--- config.mk ---
export PLATFORM = sky130hd
export DESIGN_NAME = krb_cell
export DESIGN_NICKNAME = d
export VERILOG_FILES = /design/src/rtl/core/krb_pkg.sv /design/src/rtl/core/krb_cell.sv
export SDC_FILE = /design/constraint.sdc
export NUM_CORES = 1
export LEC_CHECK = 0
export ABC_AREA = 0
export BUFFER_PORTS_ARGS = -buffer_cell sky130_fd_sc_hd__buf_2
export CORE_UTILIZATION = 40
export CTS_BUF_LIST = sky130_fd_sc_hd__clkbuf_8 sky130_fd_sc_hd__clkbuf_16
export DETAILED_ROUTE_END_ITERATION = 16
export GPL_TIMING_DRIVEN = 1
export HOLD_SLACK_MARGIN = 0.08
export PLACE_DENSITY = 0.79
export SETUP_SLACK_MARGIN = 0.5
export SYNTH_ARGS = -nofsm -noshare
export SYNTH_HDL_FRONTEND = slang
export SYNTH_SLANG_ARGS = --single-unit
--- constraint.sdc ---
create_clock -name clock -period 3 [get_ports clock]
set_clock_uncertainty 0.2 [all_clocks]
set_input_delay 0.3 -clock clock [delete_from_list [all_inputs] [get_ports clock]]
set_output_delay 0.3 -clock clock [all_outputs]
set_load 0.02 [all_outputs]
--- src/rtl/core/krb_pkg.sv ---
// ----------------------------------------------------------------------------
// krb_pkg
// shared types, codes and defaults for the key ring buffer
// ----------------------------------------------------------------------------
package krb_pkg;

   localparam int DEPTH_DEF  = 128;
   localparam int CODE_W_DEF = 16;

   // widest values the cell control bus has to carry
   localparam int CODE_W_MAX = 16;
   localparam int LEN_W_MAX  = 12;

   localparam int FUNC_W  = 3;
   localparam int FILL_W  = 7;
   localparam int CSR_A_W = 2;
   localparam int CSR_D_W = 64;

   localparam logic [FUNC_W-1:0] FUNC_PUT   = 3'd0;
   localparam logic [FUNC_W-1:0] FUNC_PUSH  = 3'd1;
   localparam logic [FUNC_W-1:0] FUNC_POP   = 3'd2;
   localparam logic [FUNC_W-1:0] FUNC_PEEK  = 3'd3;
   localparam logic [FUNC_W-1:0] FUNC_PURGE = 3'd4;
   localparam logic [FUNC_W-1:0] FUNC_CLEAR = 3'd5;

   localparam logic [CSR_A_W-1:0] CSR_MODE   = 2'd0;
   localparam logic [CSR_A_W-1:0] CSR_ARROW  = 2'd1;
   localparam logic [CSR_A_W-1:0] CSR_MOUSE  = 2'd2;
   localparam logic [CSR_A_W-1:0] CSR_BUTTON = 2'd3;

   localparam logic [1:0] MODE_ANSI = 2'd1;
   localparam logic [1:0] MODE_VT52 = 2'd2;

   localparam logic [7:0] BYTE_ESC     = 8'd27;
   localparam logic [7:0] BYTE_CR      = 8'd13;
   localparam logic [7:0] BYTE_BRACKET = 8'h5B;

   // escape letters for left, up, right, down
   function automatic logic [7:0] dir_letter(input logic [1:0] d);
      case (d)
         2'd0:    dir_letter = 8'h44;
         2'd1:    dir_letter = 8'h41;
         2'd2:    dir_letter = 8'h43;
         default: dir_letter = 8'h42;
      endcase
   endfunction

   // cell operations
   localparam logic [1:0] CELL_HOLD  = 2'd0;
   localparam logic [1:0] CELL_SHL   = 2'd1;
   localparam logic [1:0] CELL_SHR   = 2'd2;
   localparam logic [1:0] CELL_WRITE = 2'd3;

   typedef struct packed {
      logic [1:0]            op;
      logic [LEN_W_MAX-1:0]  len;
      logic [CODE_W_MAX-1:0] data;
   } cell_ctrl_type;

endpackage

--- src/rtl/core/krb_cell.sv ---
// ----------------------------------------------------------------------------
// krb_cell
// one slot of the key chain: hold, shift toward head, shift away, or load
// ----------------------------------------------------------------------------
module krb_cell #(
   parameter int CODE_WIDTH = 16,
   parameter int LEN_W      = 7,
   parameter int IDX        = 0
) (
   input  logic                  clock,
   input  krb_pkg::cell_ctrl_type ctrl,
   input  logic [CODE_WIDTH-1:0] from_prev,
   input  logic [CODE_WIDTH-1:0] from_next,
   output logic [CODE_WIDTH-1:0] value
);
   import krb_pkg::*;

   logic [CODE_WIDTH-1:0] value_ff, value_in;
   logic [LEN_W-1:0]      len;
   logic [LEN_W-1:0]      my_idx;
   logic [LEN_W-1:0]      my_idx_p1;

   assign len       = ctrl.len[LEN_W-1:0];
   assign my_idx    = LEN_W'(IDX);
   assign my_idx_p1 = LEN_W'(IDX + 1);

   always_comb begin
      value_in = value_ff;
      case (ctrl.op)
         CELL_SHL: begin
            // queue rotate: last live cell takes the old head
            if (my_idx_p1 < len) value_in = from_next;
            else if (my_idx_p1 == len) value_in = ctrl.data[CODE_WIDTH-1:0];
         end
         CELL_SHR:   value_in = from_prev;
         CELL_WRITE: if (my_idx == len) value_in = ctrl.data[CODE_WIDTH-1:0];
         default:    value_in = value_ff;
      endcase
   end

   always_ff @(posedge clock) begin
      value_ff <= value_in;
   end

   assign value = value_ff;
endmodule

Yosys cells after proc, flatten, opt, wreduce, memory -nomap -nowiden
Index checks and enable logic that the tools add are counted.
{"block": "classes", "n_eq_ne": 6, "n_reduce_logical": 3, "magnitude_cmp": 1, "muxes": 4}
{"operator": "$mux W16", "count": 3}
{"operator": "$pmux W16 S3", "count": 1}
{"operator": "$eq A1 B7 Y1 const A", "count": 1}
{"operator": "$logic_not A7 Y1", "count": 1}
{"operator": "$lt A1 B7 Y1 const A", "count": 1}
{"operator": "$eq A2 B2 Y1 const B", "count": 2}
{"operator": "$ne A3 B3 Y1 const B", "count": 1}
{"operator": "$reduce_and A3 Y1", "count": 1}
{"operator": "$reduce_bool A3 Y1", "count": 1}
{"operator": "$eq A2 B1 Y1 const B", "count": 1}
{"operator": "$ne A2 B2 Y1 const B", "count": 1}
{"block": "word_totals", "ff_bits": 16, "in_bits": 63, "elab_cells": 15, "out_inout_bits": 16}

Longest topological paths before layout
{"block": "logic_depth", "depth_word": 4, "ltp_mapped": 5, "mapped_depth_nobuf": 3}

Worst setup path after synthesis
No wires, ideal clock.
{"block": "synth_timing", "path_kind": "input-to-reg", "start": "input ctrl[28] (netlist name)", "end": "register value_ff[0], in the netlist value[0] (enable)", "setup_slack_ns": 0.601, "stages": 4, "setup_ns": 0.397, "arrival_ns": 1.802, "path_cell_list": "buf_2 buf_2 o31ai_4 xnor2_1"}
{"block": "synth_between", "elab_chain_cells": 3, "elab_cells_between_ends": 7}
{"element": "from (decl)", "line_no": "krb_cell.sv:11", "rtl": "input krb_pkg::cell_ctrl_type ctrl,"}
{"element": "$eq A2 B1 Y1 or $eq A2 B2 Y1 (tied branches)", "line_no": "krb_cell.sv:29", "rtl": "case (ctrl.op)"}
{"element": "$ne A3 B3 Y1 (no source line) (tied with other cells)"}
{"element": "$reduce_and A3 Y1 (no source line) *"}
{"element": "to (signal assigned)", "line_no": "krb_cell.sv:42", "rtl": "value_ff <= value_in;"}
{"element": "to (decl)", "line_no": "krb_cell.sv:18", "rtl": "logic [CODE_WIDTH-1:0] value_ff, value_in;"}
Every way passes the cells marked *; elsewhere a longest branch is shown, timed or not.
A chain may end at the register's enable or synchronous reset.

Final worst setup path
{"block": "layout_timing", "start": "input ctrl[17] (netlist name)", "end": "register value_ff[0], in the netlist value[0] (enable)"}
{"block": "layout_between", "elab_chain_cells": 3, "elab_cells_between_ends": 6}
{"element": "$lt A1 B7 Y1 (tied with other cells)", "line_no": "krb_cell.sv:32", "rtl": "if (my_idx_p1 < len) value_in = from_next;"}
{"element": "$ne A3 B3 Y1 (no source line) or $ne A2 B2 Y1 (tied branches)"}
{"element": "$reduce_and A3 Y1 (no source line) *"}
Marks and branches as above.

==> impl_results.md <==
- Hold Startpoint: from_next[9]
- Num CTS Buffers: 3
- Gate count after technology mapping: 100
- Core Region: 2520 µm²
- MaxCap Viol Count: 0
- Setup TNS: 0 ns
- CTS tree: yes
- Overall Power: 651 µW
- Leak: 0.000664 µW
- CP max FO: 17
- Max reg flops: 16
- Total gr overflow: 0
- Final setup fails: 0
- Hold buffers post-CTS: 0
- Setup repair after global routing missed its margin: no
- Slew HR: 47.8%
- Avg Cell Area, Syn: 10.9 µm²
- Vias per inst: 5.59
- RePlAce Congestion: 0.845
- Combinational share of power: 30.6%
- Clk pwr share: 24.2%
- Max stage delay cell, worst path: or4_4
- Antenna diode count: 0
- First-pass GRT wire length: 4.26 mm
- FP Rows: 18
- Critical path, cell by cell: buf_2, or4_4, o31ai_4, xnor2_1, buf_4
- Hold Crit Class: primary input to register
- Net switching fraction of the power: 29.6%
- Yosys top cell by area: edfxtp_1
- Yosys top cell area share: 44.1%
- Post-synth net total: 163
- Placed inst area: 1440 µm²
- Critical Path RT: 2.74 ns
- Cell Area, Synth: 1090 µm²
- Die outline area: 2940 µm²
- Hold Path Stages: 3
- Starting density of the core: 43.2%
- Startpoint types: primary input
- Post-cts resize count: 0
- Worst Max-Slew Pin Slew: 0.778 ns
- IO Port Bufs: 73
- Post-CTS setup buffers: 0
- Endpoint, Worst Hold: value[9]$_DFFE_PP_
- Synth unique cells: 20
- Clock-pin transition on the worst setup and hold timing paths: 0.06 ns
- Critical Path Max Stage Delay: 0.66 ns
- Seq cells post-synth: 16
- Area grow syn2layout: 36.6%
- Routed vias: 1101
- Nets@finish: 231
- Sink Count: 16
- Hpwl dp: 2.21 mm
- CTS max path bufs: 2
- Register area share after synthesis: 44.1%
- NetSw: 192 µW
- Total wire length: 2.85 mm
- WL per Instance: 14.4 µm
- Clk root buf: clkbuf_8
- Fin. max-slew vios: 0
- H-tree depth: 1
- Ranking of synthesized cells by area: edfxtp_1, mux2i_1, a22oi_1, a31oi_1, o21ai_1
- Hold Vio Cnt, Final: 0
- Die Y-Extent: 54.2 µm
- Crit path max-delay family: simple AND/OR/NAND/NOR gates
- Antenna violations before repair: 0
- Die width: 54.2 µm
- Power Dens Cells: 437 nW/µm²
- Sequential share of power: 45.2%
- Synth warnings: 0
- Fin crit share: 66.3%
- CP bufs+invs: 2
- Kind of critical path: primary input to register
- Outcome: completed
- CP Data Arrival Time: 1.73 ns
- Detail Route Antenna Nets: 0
- Crit path capture type: register
- Final instance area: 1490 µm²
- Layout cells sized above 1: 49.1%
- DRC: 0
- I/O pin count: 79
- DRT iter0 DRCs: 45
- Worst vdd ir: 322 µV
- Int Power: 458 µW
- Pin count of the biggest net entering global routing: 37
- Max Fclk: 502 MHz
- Min Tclk post-route: 1.99 ns
- GRT Util Overall: 20.8%
- Drt pass-1 iters: 4
- Vias in the first global route: 1020
layout by cell type, fill, tap and decap left out, drive strengths merged:
master / n
or4: 1
edfxtp: 16
o41ai: 1
nand2b: 1
nand3b: 1
buf: 75
nor4: 1
nor3: 2
o32ai: 1
clkinv: 1
or2: 1
o21ai: 15
clkbuf: 3
a22oi: 15
xnor2: 1
mux2i: 15
a31oi: 15
nor2: 1
o31ai: 1
how the worst max path moves through the flow:
stage	start	depth (start not counted)	to
floorplan	ctrl[28]	4	value[0]$_DFFE_PP_
global placement	ctrl[17]	5	value[0]$_DFFE_PP_
detailed placement	ctrl[17]	5	value[0]$_DFFE_PP_
CTS	ctrl[17]	5	value[0]$_DFFE_PP_
global route	ctrl[17]	5	value[0]$_DFFE_PP_
finish	ctrl[17]	5	value[0]$_DFFE_PP_
power groups by stage:
stage                     combinational [µW]  sequential (µW)  clock (µW)
after floorplan                         69.3              347           0
after global placement                   194              299           0
after detailed placement                 199              300           0
after CTS                                199              295         164
after global routing                     216              298         169
final                                    199              294         158
Yosys cell counts:
master,n
nand2b_1,1
o31ai_4,1
o41ai_1,1
buf_6,2
a31oi_1,15
nor4_4,1
o32ai_1,1
o21ai_1,13
nor2_1,1
or4_4,1
mux2i_1,15
clkbuf_1,7
o21ai_0,2
nor3_1,2
nand3b_1,1
xnor2_1,1
or2_2,1
edfxtp_1,16
buf_2,3
a22oi_1,15
per-layer routing:
metal / part of all wire [%] / up-vias / wire length, µm / track usage, %
met5: 0 / - / 0 / 0
met4: 1.9 / 0 / 53 / 13.2
met3: 4.4 / 6 / 125 / 2.26
met2: 54 / 37 / 1540 / 35.4
met1: 39 / 512 / 1120 / 24.4
li1: - / 546 / - / -
cell families after synthesis:
family | after synthesis | synth area share, %
XOR/XNOR | 1 | 0.804
multiplexers | 15 | 13.8
AO/OA/AOI/OAI | 48 | 29.4
buffers and inverters | 12 | 5.86
flip-flops | 16 | 44.1
AND/OR/NAND/NOR | 8 | 6.09
tightest hold or removal path, stage by stage:
cell,delay [ns]
buf_2,0.07
o21ai_1,0.05
a22oi_1,0.13
per-stage QoR:
| step | hold slack, ns | cells | setup WS (ns) | util, % |
|---|---|---|---|---|
| final | 0.247 | 197 | 1.01 | 59.0 |
| after global routing | 0.265 | 197 | 0.973 | 59.0 |
| after CTS | 0.234 | 197 | 1.01 | 59.0 |
| after detailed placement | 0.491 | 193 | 0.747 | 57.2 |
| after global placement | 0.491 | 193 | 0.771 | 57.2 |
| after floorplan | 0.383 | 100 | 0.601 | - |
layout make-up:
class / count / area (µm²)
multi-input cells: 72 / 546
fillers: 230 / 1030
flip-flops and latches: 16 / 480
well taps: 30 / 37.5
clock buffers: 3 / 41.3
repair buffers: 75 / 380
clock inverters: 1 / 3.75
(Power assumes the default switching activity.)
